[src/rtl/etrb_pkg.sv]
// Shared types and constants for the event trace ring buffer.
`timescale 1ns / 1ps
package etrb_pkg;

    // request operation codes
    localparam logic OP_LOG  = 1'b0;
    localparam logic OP_READ = 1'b1;

    // configuration register indexes and reset values
    localparam logic REG_TIME_WRAP_CODE = 1'b0;
    localparam logic REG_MARKER_CODE    = 1'b1;
    localparam logic [7:0] TIME_WRAP_CODE_RST = 8'd1;
    localparam logic [7:0] MARKER_CODE_RST    = 8'd2;

    typedef enum logic [1:0] {
        ST_IDLE,
        ST_WRAP,
        ST_EVENT,
        ST_READ
    } t_state;

    typedef struct packed {
        logic [31:0] stamp;
        logic [7:0]  code;
        logic [31:0] value;
    } t_entry;

    // controller -> datapath
    typedef struct packed {
        logic load_log;   // capture log payload, update last stamp
        logic wr_wrap;    // store time-wrap entry
        logic wr_event;   // store event entry, emit log result
        logic rd_finish;  // read data ready, emit read result
    } t_cmd;

    // datapath -> controller
    typedef struct packed {
        logic stamp_back; // incoming stamp below last logged stamp
    } t_status;

endpackage

[src/rtl/etrb_ctrl.sv]
// Sequencing state machine for log and read requests.
`timescale 1ns / 1ps
module etrb_ctrl (
    input  logic             i_clk,
    input  logic             i_rst_n,
    input  logic             start,
    input  logic             i_operation,
    input  etrb_pkg::t_status i_status,
    output logic             busy,
    output etrb_pkg::t_cmd   o_cmd
);
    import etrb_pkg::*;

    t_state r_state;
    t_state n_state;

    always_ff @(posedge i_clk) begin
        if (!i_rst_n) begin
            r_state <= ST_IDLE;
        end else begin
            r_state <= n_state;
        end
    end

    always_comb begin
        n_state = r_state;
        unique case (r_state)
            ST_IDLE: begin
                if (start) begin
                    if (i_operation == OP_READ) begin
                        n_state = ST_READ;
                    end else if (i_status.stamp_back) begin
                        n_state = ST_WRAP;
                    end else begin
                        n_state = ST_EVENT;
                    end
                end
            end
            ST_WRAP:  n_state = ST_EVENT;
            ST_EVENT: n_state = ST_IDLE;
            ST_READ:  n_state = ST_IDLE;
            default:  n_state = ST_IDLE;
        endcase
    end

    always_comb begin
        busy           = (r_state != ST_IDLE);
        o_cmd.load_log = (r_state == ST_IDLE) && start && (i_operation == OP_LOG);
        o_cmd.wr_wrap  = (r_state == ST_WRAP);
        o_cmd.wr_event = (r_state == ST_EVENT);
        o_cmd.rd_finish = (r_state == ST_READ);
    end

endmodule

[config.mk]
export PLATFORM = sky130hd
export DESIGN_NAME = etrb_ctrl
export DESIGN_NICKNAME = d
export VERILOG_FILES = /design/src/rtl/etrb_pkg.sv /design/src/rtl/etrb_ctrl.sv
export SDC_FILE = /design/constraint.sdc
export NUM_CORES = 1
export LEC_CHECK = 0
export BUFFER_PORTS_ARGS = -buffer_cell sky130_fd_sc_hd__buf_2
export CELL_PAD_IN_SITES_DETAIL_PLACEMENT = 0
export CELL_PAD_IN_SITES_GLOBAL_PLACEMENT = 1
export CORE_AREA = 2 2 39 41
export DETAILED_ROUTE_END_ITERATION = 10
export DIE_AREA = 0 0 41 43
export GPL_ROUTABILITY_DRIVEN = 0
export GPL_TIMING_DRIVEN = 1
export PLACE_DENSITY = 0.32
export SYNTH_ARGS = -nofsm -noshare
export SYNTH_HDL_FRONTEND = slang
export SYNTH_SLANG_ARGS = --single-unit
[constraint.sdc]
create_clock -name i_clk -period 2.09 [get_ports i_clk]
set_clock_uncertainty 0.05 [all_clocks]
set_input_delay 0.209 -clock i_clk [delete_from_list [all_inputs] [get_ports i_clk]]
set_output_delay 0.209 -clock i_clk [all_outputs]
set_load 0.01 [all_outputs]
==> impl_metrics.py, run 1 <==
metrics = {
    "run_status": {
        "status": "finished clean",
    },
    "floorplanning": {
        "coreArea_sq_um": 1380,
        "core.rowCount": 14,
        "die_area_sq_um": 1760,
        "die_x_um": 41,
        "initial_core_util": 0.0841,
        "fp.dieH_um": 43,
        "io_pins": 10,
    },
    "sta": {
        "setup_ws_ps": 648,
        "period_needed_ps": 1440,
        "fin_tns_setup_ps": 0,
        "slew_violations": 0,
        "rsz0062_at_grt": "false",
        "hold_viol": 0,
        "min_period_over_period": 0.690,
        "slew_headroom": 0.841,
        "worst_pin_slew_ps": 238,
        "max_freq_mhz": 694,
        "setup_viol": 0,
    },
    "drt": {
        "drtPass1Iterations": 4,
        "wirelength_um": 317,
        "drc": 0,
        "wl_per_cell_um": 7.55,
        "drtIter0Drc": 1,
        "via_per_inst": 3.21,
        "ant_nets": 0,
        "vias": 135,
    },
    "global_route": {
        "grt_max_degree": 8,
        "grt_use_total": 0.0461,
        "overflow": 0,
        "antenna_found_initial": 0,
        "grt_pass1_vias": 130,
        "grt_pass1_wl_um": 469,
    },
    "cells_and_area": {
        "top_register": "r_state",
        "n_antenna_cell": 0,
        "fin_nets": 33,
        "reg_top3": "r_state: 2 flops",
        "area_delta_synth_final_pct": 75.3,
        "largest_register_ffs": 2,
        "layout_commonest_cell": "buf_2",
        "mostFrequentLayoutCells": "9 x buf_2, 4 x nor2_1, 3 x clkbuf_4",
        "drive_gt1_frac": 0.615,
    },
    "cts": {
        "clock_path_buffers": 2,
        "cts_hold_buf": 0,
        "cts_resized": 0,
        "worstSkewPairLatency_ps": 220,
        "cts_setup_buffers": 0,
        "cts.sinks": 2,
        "root_buffer": "clkbuf_4",
        "htreeDepth": 1,
        "clkTransAtPathRegs_ps": 30,
        "cts_tree": "built",
        "cts-buffers-inserted": 3,
    },
    "critical_path": {
        "worstPathMaxFanout": 6,
        "required_ps": 1830,
        "crit_type": "flop to output port",
        "start_kind": "flop",
        "cp-end-kind": "output port",
        "crit_arrival_ps": 1180,
    },
    "synthesis": {
        "ys_seq_area_frac": 0.344,
        "syn-instance-count": 14,
        "yosys.area_share.adder": 0,
        "synthMuxAreaShare": 0,
        "synth-simple-area-share": 0.452,
        "synth_xor_area_frac": 0,
        "synth_area_leaders": "dfxtp_1 34%, a2111oi_2 13%, nor2_1 13%, and2b_2 7.5%, or3b_1 7.5%",
        "synth_top_area_frac": 0.344,
        "synth_area_sq_um": 116,
        "synth_top_family_by_area": "simple AND/OR/NAND/NOR gates",
        "synth_area_leader_cell": "dfxtp_1",
        "syn-num-nets": 19,
        "syn_avg_cell_area_sq_um": 8.31,
        "synth_compound_area_frac": 0.172,
        "ys_seq_elements": 2,
        "yosys_warnings": 0,
        "synth_cell_types": 10,
    },
    "place": {
        "dp_slack_ps": 876,
        "dp_hpwl_um": 263,
        "port_buffers": 9,
    },
    "power": {
        "ir_worst_vdd_mv": 0.140,
        "leakagePower_nw": 0.109,
        "power.total_mw": 0.155,
        "power.density_nw_per_um2": 759,
    },
    "worst_hold_path": {
        "worstHoldPathType": "input port to flop",
    },
    "run": {
        "drv_cap": 0,
    },
}
through the flow:
stage | hold slack (ps) | cell area (sq um) | std cells | utilization
6_report | 145 | 204 | 42 | 0.147
5_1_grt | 144 | 204 | 42 | 0.147
4_1_cts | 135 | 204 | 42 | 0.147
3_5_place_dp | 371 | 181 | 39 | 0.131
3_3_place_gp | 378 | 181 | 39 | 0.131
2_1_floorplan | 250 | 116 | 14 | -
final cells by class:
class                   instances  area, sq um
flip-flops and latches          2         40.0
multi-input cells              11         72.6
well taps                      16         20.0
repair buffers                  9         45.0
clock buffers                   3         22.5
inverters                       1         3.75
fillers                       166         1180
cells in the mapped netlist:
library cell / n
o21ai_0: 1
or2_2: 1
inv_1: 1
dfxtp_1: 2
and2b_2: 1
and2_2: 1
or3b_1: 1
a2111oi_2: 1
nor2b_1: 1
nor2_1: 4
routing by layer:
metal	vias up	track usage	wire (um)
li1	72	-	-
met1	56	0.0479	126
met2	7	0.0500	147
met3	0	0.0157	43
met4	0	0.0800	0
met5	-	0	0
logic make-up after synthesis:
| family | Yosys count |
|---|---|
| AND/OR/NAND/NOR | 9 |
| flip-flops | 2 |
| AO/OA/AOI/OAI | 2 |
| buffers and inverters | 1 |
worst paths after layout:
path | startpoint | slack, ps | cells after the start | to
max | r_state[1]$_SDFFE_PN0P_ | 650 | 3 | o_cmd[3]
min | i_status | 150 | 2 | r_state[1]$_SDFFE_PN0P_
max reg2reg | r_state[1]$_SDFFE_PN0P_ | 1100 | 2 | r_state[0]$_SDFFE_PN0P_
min reg2reg | r_state[1]$_SDFFE_PN0P_ | 450 | 1 | r_state[1]$_SDFFE_PN0P_
power by group:
group          switching (mW)  internal (mW)
clock network          0.0212         0.0633
logic                  0.0122         0.0137
registers             0.00336         0.0411
critical path, cell delays in order, from the launching register on:
cell     delay (ps)
dfxtp_1         330
or3b_1          410
nor2_1           90
buf_2           130
(Power assumes the default switching activity.)
==> run 2, diff against run 1 <==
clock period = 1.38 ns   (was 2.09 ns; I/O delays follow)
==> run 2 against run 1 <==
Against the previous run:
- sequential cell count did not move
- sequential share of layout area increased by 0.73 points
- worst hold slack got worse by 75 ps
- critical path type unchanged
- wire length is 0.95% lower
- via count rose by 0.74%
- final area rose by 2.5%
- register-to-register slack got worse by 690 ps
- worst setup slack got worse by 620 ps
==> impl_metrics.py, run 2 (same netlist as run 1, synthesis figures left out) <==
metrics = {
    "run_status": {
        "status": "finished clean",
    },
    "sta": {
        "slew_headroom": 0.838,
        "whs_ps": 70.2,
        "hold_viol": 0,
        "period_needed_ps": 1350,
        "setup_viol": 0,
        "max_freq_mhz": 742,
        "min_period_over_period": 0.977,
        "worst_pin_slew_ps": 242,
        "setup_ws_ps": 31.5,
        "slew_violations": 0,
        "rsz0062_at_grt": "true",
    },
    "cells_and_area": {
        "largest_register_ffs": 2,
        "fin_nets": 33,
        "reg_top3": "r_state: 2 flops",
        "design_area_sq_um": 209,
        "layout_commonest_cell": "buf_2",
        "fin_util": 0.151,
        "mostFrequentLayoutCells": "9 x buf_2, 4 x nor2_1, 3 x clkbuf_4",
        "layout.filler_cells": 166,
        "top_register": "r_state",
        "n_antenna_cell": 0,
        "area_delta_synth_final_pct": 79.6,
        "final_cells": 42,
        "drive_gt1_frac": 0.731,
    },
    "worst_hold_path": {
        "worstHoldPathType": "input port to flop",
    },
    "floorplanning": {
        "core.rowCount": 14,
        "die_x_um": 41,
        "io_pins": 10,
        "fp.dieH_um": 43,
        "coreArea_sq_um": 1380,
        "die_area_sq_um": 1760,
        "initial_core_util": 0.0841,
    },
    "global_route": {
        "grt_pass1_vias": 140,
        "overflow": 0,
        "antenna_found_initial": 0,
        "grt_pass1_wl_um": 483,
        "grt_use_total": 0.0471,
        "grt_max_degree": 8,
    },
    "place": {
        "dp.cells": 39,
        "dp_slack_ps": 236,
        "port_buffers": 9,
        "dpl_cell_area_sq_um": 181,
    },
    "power": {
        "ir_worst_vdd_mv": 0.169,
        "power.density_nw_per_um2": 1140,
        "leakagePower_nw": 0.110,
    },
    "critical_path": {
        "r2r_start": "r_state[1]$_SDFFE_PN0P_",
        "cp-startpoint": "r_state[1]$_SDFFE_PN0P_",
        "required_ps": 1190,
        "start_kind": "flop",
        "worstPathMaxFanout": 6,
        "rrSetupSlack_ps": 410,
        "cp-end-kind": "output port",
        "path_cells": "or3b_4 > nor2_1 > buf_2",
        "crit_arrival_ps": 1160,
        "crit_buf_inv": 1,
        "cp.depth": 3,
        "critical_path.slowest_cell": "or3b_4",
        "cp-endpoint": "o_cmd[3]",
        "rr_worst_depth": 2,
        "r2r_end": "r_state[0]$_SDFFE_PN0P_",
        "crit_path_max_incr_delay_ps": 390,
        "critPathTopFamily": "simple AND/OR/NAND/NOR gates",
        "crit_type": "flop to output port",
    },
    "cts": {
        "cts.sinks": 2,
        "root_buffer": "clkbuf_4",
        "cts_setup_buffers": 0,
        "cts_hold_buf": 0,
        "cts-buffers-inserted": 3,
        "htreeDepth": 1,
        "clkTransAtPathRegs_ps": 30,
        "clock_path_buffers": 2,
        "cts_tree": "built",
        "worstSkewPairLatency_ps": 220,
    },
    "drt": {
        "via_per_inst": 3.24,
        "vias": 136,
        "drtPass1Iterations": 2,
        "wirelength_um": 314,
        "drtIter0Drc": 2,
        "ant_nets": 0,
        "wl_per_cell_um": 7.48,
        "drc": 0,
    },
    "run": {
        "drv_cap": 0,
    },
}
[run 2: cell types whose count changed in the layout (fill, tap and decap cells not counted)]
| cell | previous run | this run |
|---|---|---|
| dfxtp_1 | 2 | 0 |
| dfxtp_2 | 0 | 2 |
| or3b_1 | 1 | 0 |
| or3b_4 | 0 | 1 |
[run 2: cell type report]
cell class,instances,area (sq um),area share
Sequential cell,2,42.5,0.204
Tap cell,16,20.0,0.0958
Clock buffer,3,22.5,0.108
Inverter,1,3.75,0.0180
Timing Repair Buffer,9,45.0,0.216
Multi-Input combinational cell,11,75.1,0.359
[run 2: how the worst min path moves through the flow]
stage                              endpoint  slack, ps  startpoint  cells past startpoint
floorplan           r_state[1]$_SDFFE_PN0P_        180    i_status                      1
global placement    r_state[1]$_SDFFE_PN0P_        310    i_status                      2
detailed placement  r_state[1]$_SDFFE_PN0P_        310    i_status                      2
CTS                 r_state[1]$_SDFFE_PN0P_         70    i_status                      2
global route        r_state[1]$_SDFFE_PN0P_         80    i_status                      2
finish              r_state[1]$_SDFFE_PN0P_         70    i_status                      2
[run 2: timing repair]
action / in CTS / in global routing
pin swaps: 1 / 1
resized for setup: 1 / 2
endpoints found under the setup margin: 1 / 1
[run 2: power breakdown]
part           total (mW)  switching, mW  internal [mW]
combinational      0.0409         0.0179         0.0229
clock               0.128         0.0323         0.0959
sequential         0.0685        0.00544         0.0631
total               0.238         0.0557          0.182
[run 2: per-stage QoR]
stage | TNS [ps] | power, mW
final | 0 | 0.238
after floorplan | 0 | 0.0890
after global routing | -16.1 | 0.257
after global placement | 0 | 0.108
after detailed placement | 0 | 0.108
after CTS | 0 | 0.245
[run 2: layer usage]
metal | part of all wire | global-route usage | vias up
li1 | - | - | 71
met1 | 0.43 | 0.0479 | 58
met2 | 0.47 | 0.0531 | 7
met3 | 0.096 | 0.0157 | 0
met4 | 0 | 0.0800 | 0
met5 | 0 | 0 | -
