`config.mk`:
```
export PLATFORM = sky130hd
export DESIGN_NAME = etrb_cfg
export DESIGN_NICKNAME = d
export VERILOG_FILES = /design/src/rtl/etrb_pkg.sv /design/src/rtl/etrb_cfg.sv
export SDC_FILE = /design/constraint.sdc
export NUM_CORES = 1
export LEC_CHECK = 0
export ABC_AREA = 1
export BUFFER_PORTS_ARGS = -buffer_cell sky130_fd_sc_hd__buf_2
export CAP_MARGIN = 20
export CORE_MARGIN = 2
export CORE_UTILIZATION = 40
export DETAILED_ROUTE_END_ITERATION = 16
export GPL_TIMING_DRIVEN = 0
export PLACE_DENSITY = 0.82
export SLEW_MARGIN = 15
export SYNTH_ARGS = -nofsm -noshare
export SYNTH_HDL_FRONTEND = slang
export SYNTH_SLANG_ARGS = --single-unit
export TNS_END_PERCENT = 20
```
`constraint.sdc`:
```
create_clock -name i_clk -period 1.25 [get_ports i_clk]
set_input_delay 0.0625 -clock i_clk [delete_from_list [all_inputs] [get_ports i_clk]]
set_output_delay 0.0625 -clock i_clk [all_outputs]
set_load 0.05 [all_outputs]
```
`src/rtl/etrb_pkg.sv`:
```
// Shared types and constants for the event trace ring buffer.
`timescale 1ns / 1ps
package etrb_pkg;

    // request operation codes
    localparam logic OP_LOG  = 1'b0;
    localparam logic OP_READ = 1'b1;

    // configuration register indexes and reset values
    localparam logic REG_TIME_WRAP_CODE = 1'b0;
    localparam logic REG_MARKER_CODE    = 1'b1;
    localparam logic [7:0] TIME_WRAP_CODE_RST = 8'd1;
    localparam logic [7:0] MARKER_CODE_RST    = 8'd2;

    typedef enum logic [1:0] {
        ST_IDLE,
        ST_WRAP,
        ST_EVENT,
        ST_READ
    } t_state;

    typedef struct packed {
        logic [31:0] stamp;
        logic [7:0]  code;
        logic [31:0] value;
    } t_entry;

    // controller -> datapath
    typedef struct packed {
        logic load_log;   // capture log payload, update last stamp
        logic wr_wrap;    // store time-wrap entry
        logic wr_event;   // store event entry, emit log result
        logic rd_finish;  // read data ready, emit read result
    } t_cmd;

    // datapath -> controller
    typedef struct packed {
        logic stamp_back; // incoming stamp below last logged stamp
    } t_status;

endpackage

```
`src/rtl/etrb_cfg.sv`:
```
// APB register file holding the time-wrap and overwrite-marker codes.
`timescale 1ns / 1ps
module etrb_cfg (
    input  logic        i_clk,
    input  logic        i_rst_n,
    input  logic        psel,
    input  logic        penable,
    input  logic        pwrite,
    input  logic [2:0]  paddr,
    input  logic [31:0] pwdata,
    output logic [31:0] prdata,
    output logic        pready,
    output logic [7:0]  o_wrap_code,
    output logic [7:0]  o_marker_code
);
    import etrb_pkg::*;

    logic [7:0] r_wrap_code;
    logic [7:0] r_marker_code;
    logic       wr_en;

    assign pready = 1'b1;
    assign wr_en  = psel & penable & pwrite & pready;

    always_ff @(posedge i_clk) begin
        if (!i_rst_n) begin
            r_wrap_code   <= TIME_WRAP_CODE_RST;
            r_marker_code <= MARKER_CODE_RST;
        end else if (wr_en) begin
            unique case (paddr[2])
                REG_TIME_WRAP_CODE: r_wrap_code   <= pwdata[7:0];
                REG_MARKER_CODE:    r_marker_code <= pwdata[7:0];
                default: ;
            endcase
        end
    end

    always_comb begin
        unique case (paddr[2])
            REG_TIME_WRAP_CODE: prdata = {24'b0, r_wrap_code};
            REG_MARKER_CODE:    prdata = {24'b0, r_marker_code};
            default:            prdata = 32'b0;
        endcase
    end

    assign o_wrap_code   = r_wrap_code;
    assign o_marker_code = r_marker_code;

endmodule

```
==> results of run 1 <==
-- flip-flops by register name (all words and copies together) (netlist names) --
signal / count
o_marker_code: 8
o_wrap_code: 8
-- worst register-to-register path, stage by stage (launching register included) --
cell and delay (ps):
dfxtp_1 330, nor2_1 100, nor2_1 50
-- Yosys cell counts (all sizes together) --
cell type	count
buf	31
conb	2
dfxtp	16
inv	10
nand2	41
nand3	17
nor2	31
o21ai	2
-- path summary, 6_finish.rpt --
| check | from | end | slack (ps) |
|---|---|---|---|
| max | o_marker_code[3] | prdata[3] | 170 |
| min | i_rst_n | o_wrap_code[2] | 60 |
| max reg2reg | o_wrap_code[7] | o_wrap_code[7] | 670 |
| min reg2reg | o_marker_code[1] | o_marker_code[1] | 500 |
-- per-layer routing --
metal / wire length [um] / share of wire / track usage / up-vias
met3: 191 / 0.090 / 0.0361 / 2
met1: 925 / 0.44 / 0.188 / 388
met5: 0 / 0 / 0 / -
met4: 14 / 0.0066 / 0.0684 / 0
li1: - / - / - / 535
met2: 987 / 0.47 / 0.256 / 39
-- power groups by stage --
stage          Combinational, mW  Clock [mW]  Sequential [mW]
6_report                   0.500       0.335            0.539
5_1_grt                    0.534       0.378            0.543
4_1_cts                    0.500       0.350            0.540
3_5_place_dp               0.495           0            0.551
3_3_place_gp               0.493           0            0.551
2_1_floorplan              0.363           0            0.613
-- cell type report --
cell class,count,area (um2),area share
Multi-Input combinational cell,116,487,0.362
Sequential cell,16,320,0.238
Buffer,31,229,0.170
Timing Repair Buffer,37,195,0.145
Inverter,10,40.0,0.0298
Tap cell,30,37.5,0.0279
Clock buffer,4,36.3,0.0270
-- cells by family after synthesis --
group	after synthesis	synth area share
compound gates	2	0.0101
simple gates	89	0.387
buf+inv	41	0.272
other cells	2	0.00759
flops	16	0.324
-- through the flow --
step	instances	hold slack, ps	worst slack [ps]	power (mW)	instance area (um2)
after floorplan	173	189	108	0.976	1080
after global placement	238	290	307	1.04	1290
after detailed placement	238	293	299	1.05	1290
after CTS	244	52.1	150	1.39	1350
after global routing	244	71.7	58.3	1.45	1350
final	244	62.6	172	1.38	1350
==> impl_metrics.yaml, run 1 <==
placement:
  hpwl_mm: 1.60
  portBuffers: 35
  routabilityCongestion: 0.814
cts:
  cts.repair.resized: 0
  clk_pin_slew_ps: 90
  cts_buffers: 3
  hold_buffers: 2
  cts_root_buf: "clkbuf_4"
  clock_latency_ps: 280
  cts_tree: "done"
  post_cts_buffers: 0
  clock-sinks: 16
  cts_htree_levels: 1
  clock_path_buffers: 2
power_and_ir_drop:
  intPower_mw: 0.834
  p_clk_frac: 0.244
  p_per_area_nw_per_um2: 1020
  swShare: 0.393
  p_seq_frac: 0.392
  p_sw_mw: 0.541
  power.leakage_nw: 0.798
  power_frac_comb: 0.364
  ir_drop_v: 0.000709
grt:
  overflow: 0
  grtUsageTotal: 0.154
  first_global_vias: 754
  antenna_found_initial: 0
  grt_pass1_wl_mm: 3.21
  grt_max_degree: 11
timing:
  final_hold_viol_count: 0
  setup_viol: 0
  post-route-min-period_ps: 1080
  final.period_utilization: 0.862
  drv_slew: 0
  skew_ps: 0
  fin_setup_tns_ps: 0
  rsz0062_at_grt: "false"
  fmax_mhz: 928
setup_path:
  r2r_cells: 2
  cp_top_family: "flip-flops"
  worstPathArrival_ps: 1020
  critical_path_depth: 3
  slowest_stage: "dfxtp_1"
  end_kind: "output pin"
  crit_fanout: 3
  crit_chain: "nand2_1 > nand2_1 > buf_2"
  critPathKind: "flip-flop to output pin"
  max_stage_delay_ps: 360
  required_ps: 1190
  startpoint_type: "flip-flop"
  critical_path_buf_inv_count: 1
  cp_common_cell: "nand2_1"
floorplanning:
  die_w_um: 53.7
  die_height_um: 53.7
  design.core.area_um2: 2410
  start_util: 0.411
  ioPinCount: 89
  rows: 18
  dieArea_um2: 2890
logic_synthesis:
  ys_warn_count: 0
  yosys.area.top_type_share: 0.324
  ys_ff_latch: 16
  synth_top_cell_by_area: "dfxtp_1"
  ys_top_cells_by_area: "dfxtp_1 (32%), buf_4 (20%), nand2_1 (16%)"
  netlist_area_um2: 990
  synth_area_per_cell_um2: 6.60
  synth_cells: 150
  synth_cell_type_count: 14
  ys_seq_area_frac: 0.324
detailed_routing:
  vias: 964
  first_pass_iters: 4
  wl_per_cell_um: 8.68
  drtIter0Drc: 5
  routed_wl_mm: 2.12
  vias_per_cell: 3.95
  drcViolationCount: 0
  drtAntennaViolNets: 0
final_layout:
  fin_util: 0.558
  antennaDiodeCount: 0
  final_cell_mix: "nand2_1 (41), buf_2 (38), nor2_1 (28), buf_4 (27), conb_1 (25)"
  final_common_cell: "nand2_1"
  drive_above_1_share: 0.355
  layout.nets: 255
  area_growth_syn_to_layout_pct: 35.9
  fillers: 266
outcome:
  outcome: "finished clean"
hold_path:
  worstHoldPathCells: 3
  hp-class: "primary input to flip-flop"
run:
  max-cap-violations: 0
Power figures use the tool's default switching activity.
==> run 2, diff against run 1 <==
==> constraint.sdc (replaced) <==
create_clock -name i_clk -period 1.25 [get_ports i_clk]
set_input_delay 0.25 -clock i_clk [delete_from_list [all_inputs] [get_ports i_clk]]
set_output_delay 0.25 -clock i_clk [all_outputs]
set_load 0.05 [all_outputs]
==> run 2 against run 1 <==
Effect of this change:
- utilization increased by 0.83 points
- largest cell class unchanged
- first-iteration DRC count fell by 40%
- clock power increased by 5%
- power rose by 1.7%
- register-to-register slack about the same
- largest power group unchanged
- worst setup slack got worse by 120 ps
- fmax fell by 9.8%
- sequential cell count unchanged
- sequential power about the same
==> impl_metrics.yaml, run 2 (synthesis gave the netlist of run 1 again) <==
outcome:
  outcome: "finished clean"
setup_path:
  regToRegEndpoint: "o_wrap_code[0]"
  end_kind: "output pin"
  r2r_cells: 2
  required_ps: 1000
  worstPathArrival_ps: 950
  startpoint_type: "flip-flop"
  crit_fanout: 3
  rr_startpoint: "o_wrap_code[0]"
  crit_start: "o_marker_code[3]"
  critPathKind: "flip-flop to output pin"
  reg2reg_slack_ps: 660
final_layout:
  regArea_um2: 340
  fin_util: 0.566
  area_growth_syn_to_layout_pct: 37.9
  fillers: 254
  final_cell_mix: "nand2_1 (40), buf_4 (35), buf_2 (29), nor2_1 (28), conb_1 (25)"
  antennaDiodeCount: 0
  multi_input_area_um2: 489
  drive_above_1_share: 0.436
  layout.nets: 252
  final_common_cell: "nand2_1"
timing:
  final.period_utilization: 0.956
  setup_viol: 0
  hold_slack_ps: 185
  rsz0062_at_grt: "false"
  drv_slew: 0
  post-route-min-period_ps: 1200
  fmax_mhz: 837
  fin_setup_tns_ps: 0
  skew_ps: 0
  final_hold_viol_count: 0
cts:
  clock_latency_ps: 290
  clock-sinks: 16
  cts_root_buf: "clkbuf_4"
  cts_buffers: 3
  post_cts_buffers: 0
  cts_htree_levels: 1
  clk_pin_slew_ps: 100
  hold_buffers: 0
  cts_tree: "done"
  clock_path_buffers: 2
power_and_ir_drop:
  p_per_area_nw_per_um2: 1020
  power_mw: 1.40
  ir_drop_v: 0.000505
  power.leakage_nw: 0.792
grt:
  overflow: 0
  antenna_found_initial: 0
  grt_max_degree: 11
  grtUsageTotal: 0.155
  grt_pass1_wl_mm: 3.18
  first_global_vias: 752
hold_path:
  hold_end: "o_marker_code[1]"
  hp-class: "primary input to flip-flop"
  worstHoldPathCells: 3
  hold_start: "pwdata[1]"
detailed_routing:
  vias_per_cell: 3.97
  first_pass_iters: 4
  drcViolationCount: 0
  drtIter0Drc: 3
  vias: 956
  wl_per_cell_um: 8.60
  drtAntennaViolNets: 0
  routed_wl_mm: 2.07
placement:
  hpwl_mm: 1.64
  routabilityCongestion: 0.818
  portBuffers: 35
floorplanning:
  ioPinCount: 89
  dieArea_um2: 2890
  start_util: 0.411
  die_w_um: 53.7
  design.core.area_um2: 2410
  rows: 18
  die_height_um: 53.7
run:
  max-cap-violations: 0
-- run 2: worst max-delay path, cell delays in order (launching register included) --
cell and delay, ps:
dfxtp_2 350, nand2_1 60, nand2_1 60, buf_4 190
-- run 2: timing repair --
item | CTS | global route
resized for setup | 9 | 2
endpoints found under the setup margin | 8 | 8
pin swaps | 0 | 0
-- run 2: worst max path at each step --
stage	slack, ps	cells after the start	end
finish	50	3	prdata[3]
global route	4	5	prdata[4]
CTS	9	6	prdata[1]
detailed placement	-60	5	prdata[3]
global placement	-80	5	prdata[3]
floorplan	-10	5	prdata[2]
-- run 2: per-layer routing --
layer  track usage  up-vias  share of wire
met4        0.0769        0          0.020
met1         0.178      390           0.41
met2         0.270       36           0.48
li1              -      525              -
met3        0.0306        5          0.082
met5             0        -              0
-- run 2: cell type report --
class | instances | share of cell area
Sequential cell | 16 | 0.249
Timing Repair Buffer | 35 | 0.146
Buffer | 30 | 0.161
Tap cell | 30 | 0.0275
Multi-Input combinational cell | 116 | 0.358
Clock buffer | 4 | 0.0266
Inverter | 10 | 0.0312
-- run 2: through the flow --
step / setup slack, ps / instances / instance area [um2]
4_1_cts: 9.50 / 242 / 1370
2_1_floorplan: -10.7 / 173 / 1100
5_1_grt: 3.56 / 241 / 1370
6_report: 54.9 / 241 / 1370
3_5_place_dp: -61.9 / 238 / 1310
3_3_place_gp: -76.7 / 238 / 1310
-- run 2: power by group --
group	internal [mW]	total (mW)	switching, mW
Clock	0.178	0.353	0.176
Combinational	0.133	0.503	0.370
Sequential	0.531	0.542	0.0117
Total	0.841	1.40	0.558
==> run 3, diff against run 2 <==
--- a/config.mk
+++ b/config.mk
@@ -12,7 +12,7 @@
 export CORE_UTILIZATION = 40
 export DETAILED_ROUTE_END_ITERATION = 16
 export GPL_TIMING_DRIVEN = 0
-export PLACE_DENSITY = 0.82
+export PLACE_DENSITY_LB_ADDON = 0.15
 export SLEW_MARGIN = 15
 export SYNTH_ARGS = -nofsm -noshare
 export SYNTH_HDL_FRONTEND = slang
==> run 3 against run 2 <==
Effect of this change:
- clock power is 24% lower
- global-route usage down 0.94 points
- critical path type is now primary input to output pin
- utilization grew 0.36 points
- largest cell class unchanged
- sequential power about the same
- first-iteration DRC count grew to 6.0 times the previous value
- cell area increased by 0.64%
- highest routed layer unchanged
- worst hold slack better by 3.2 ps
- register-to-register slack is essentially flat
- combinational power up 2%
- critical endpoint is now prdata[6]
==> impl_metrics.yaml, run 3 (synthesis gave the netlist of run 1 again) <==
grt:
  grtUsageTotal: 0.145
  overflow: 0
  antenna_found_initial: 0
  first_global_vias: 717
  grt_pass1_wl_mm: 3.06
  grt_max_degree: 11
final_layout:
  area_growth_syn_to_layout_pct: 38.8
  drive_above_1_share: 0.436
  fin_cells: 241
  layout.nets: 253
  fillers: 252
  regArea_um2: 340
  final_cell_mix: "nand2_1 (40), buf_4 (32), buf_2 (29), nor2_1 (28), conb_1 (25)"
  final_common_cell: "nand2_1"
  multi_input_area_um2: 489
  antennaDiodeCount: 0
detailed_routing:
  drcViolationCount: 0
  maxUsedRoutingLayer: "met4"
  dr_wl_met2_mm: 1.06
  dr_wl_met3_um: 124
  drtIter0Drc: 18
  vias_per_cell: 4.05
  wl_per_cell_um: 8.86
  first_pass_iters: 4
  vias: 975
  routed_wl_mm: 2.14
  wl_met1_um: 909
  drtAntennaViolNets: 0
cts:
  clock_path_buffers: 2
  clock-sinks: 16
  clk_pin_slew_ps: 90
  hold_buffers: 0
  clock_latency_ps: 280
  cts_tree: "done"
  cts_root_buf: "clkbuf_4"
  cts_htree_levels: 1
  cts_buffers: 3
floorplanning:
  rows: 18
  die_w_um: 53.7
  die_height_um: 53.7
  dieArea_um2: 2890
  design.core.area_um2: 2410
  ioPinCount: 89
  start_util: 0.411
hold_path:
  hp-class: "primary input to flip-flop"
  worstHoldPathCells: 3
placement:
  portBuffers: 35
  placed_cells: 238
  routabilityCongestion: 0.726
  hpwl_mm: 1.63
timing:
  final_hold_viol_count: 0
  skew_ps: 0
  fin_setup_tns_ps: 0
  post-route-min-period_ps: 1210
  fmax_mhz: 829
  hold_slack_ps: 188
  final.period_utilization: 0.965
  drv_slew: 0
  setup_viol: 0
setup_path:
  slowest_stage: "buf_4"
  r2r_cells: 2
  end_kind: "output pin"
  startpoint_type: "primary input"
  crit_chain: "buf_4 > inv_6 > buf_6 > nand2_1 > nand2_1 > buf_4"
  critical_path_buf_inv_count: 4
  cp_top_family: "buffers and inverters"
  critPathKind: "primary input to output pin"
  required_ps: 1000
  crit_fanout: 10
  worstPathArrival_ps: 960
  max_stage_delay_ps: 190
  critical_path_depth: 6
power_and_ir_drop:
  power.leakage_nw: 0.794
  p_seq_frac: 0.410
  p_sw_mw: 0.543
  p_per_area_nw_per_um2: 964
  p_clk_frac: 0.203
  ir_drop_v: 0.000521
  power_frac_comb: 0.387
  intPower_mw: 0.782
  power_mw: 1.32
  swShare: 0.410
outcome:
  outcome: "finished clean"
run:
  max-cap-violations: 0
run 3: repair_timing:
action | CTS | global route
setup endpoints to repair | 8 | 8
pin swaps | 0 | 0
setup buffers | 0 | 0
resized for setup | 9 | 5
run 3: path summary, 6_finish.rpt:
kind / slack [ps] / endpoint / startpoint
max: 40 / prdata[6] / paddr[2]
min: 190 / o_wrap_code[0] / pwdata[0]
max reg2reg: 660 / o_marker_code[4] / o_marker_code[4]
min reg2reg: 490 / o_wrap_code[0] / o_wrap_code[0]
run 3: layout make-up:
class | count | share of cell area
multi-input combinational | 116 | 0.356
sequential | 16 | 0.248
buffer | 31 | 0.168
timing repair buffer | 35 | 0.153
inverter | 10 | 0.0310
tap | 30 | 0.0273
clock buffer | 3 | 0.0164
run 3: worst register-to-register path: cells and delay by family, from the launching register on:
family,cells,cell delay [ps]
and+or+nand+nor,2,160
DFF,1,330
run 3: per-layer routing:
metal	global-route usage	up-vias
met5	0	-
met1	0.179	410
met4	0.0641	0
met2	0.246	31
li1	-	530
met3	0.0250	4
run 3: per-stage QoR:
step | worst slack, ps | area, um2 | utilization
floorplan | -10.7 | 1100 | -
global placement | -64.6 | 1310 | 0.544
detailed placement | -65.8 | 1310 | 0.544
CTS | 8.64 | 1360 | 0.563
global route | -7.56 | 1370 | 0.570
finish | 43.7 | 1370 | 0.570
run 3: power groups by stage:
stage               logic (mW)  registers (mW)  clock network [mW]
finish                   0.513           0.543               0.269
global placement         0.493           0.554                   0
floorplan                0.364           0.617                   0
CTS                      0.504           0.543               0.277
global route             0.544           0.546               0.295
detailed placement       0.494           0.555                   0
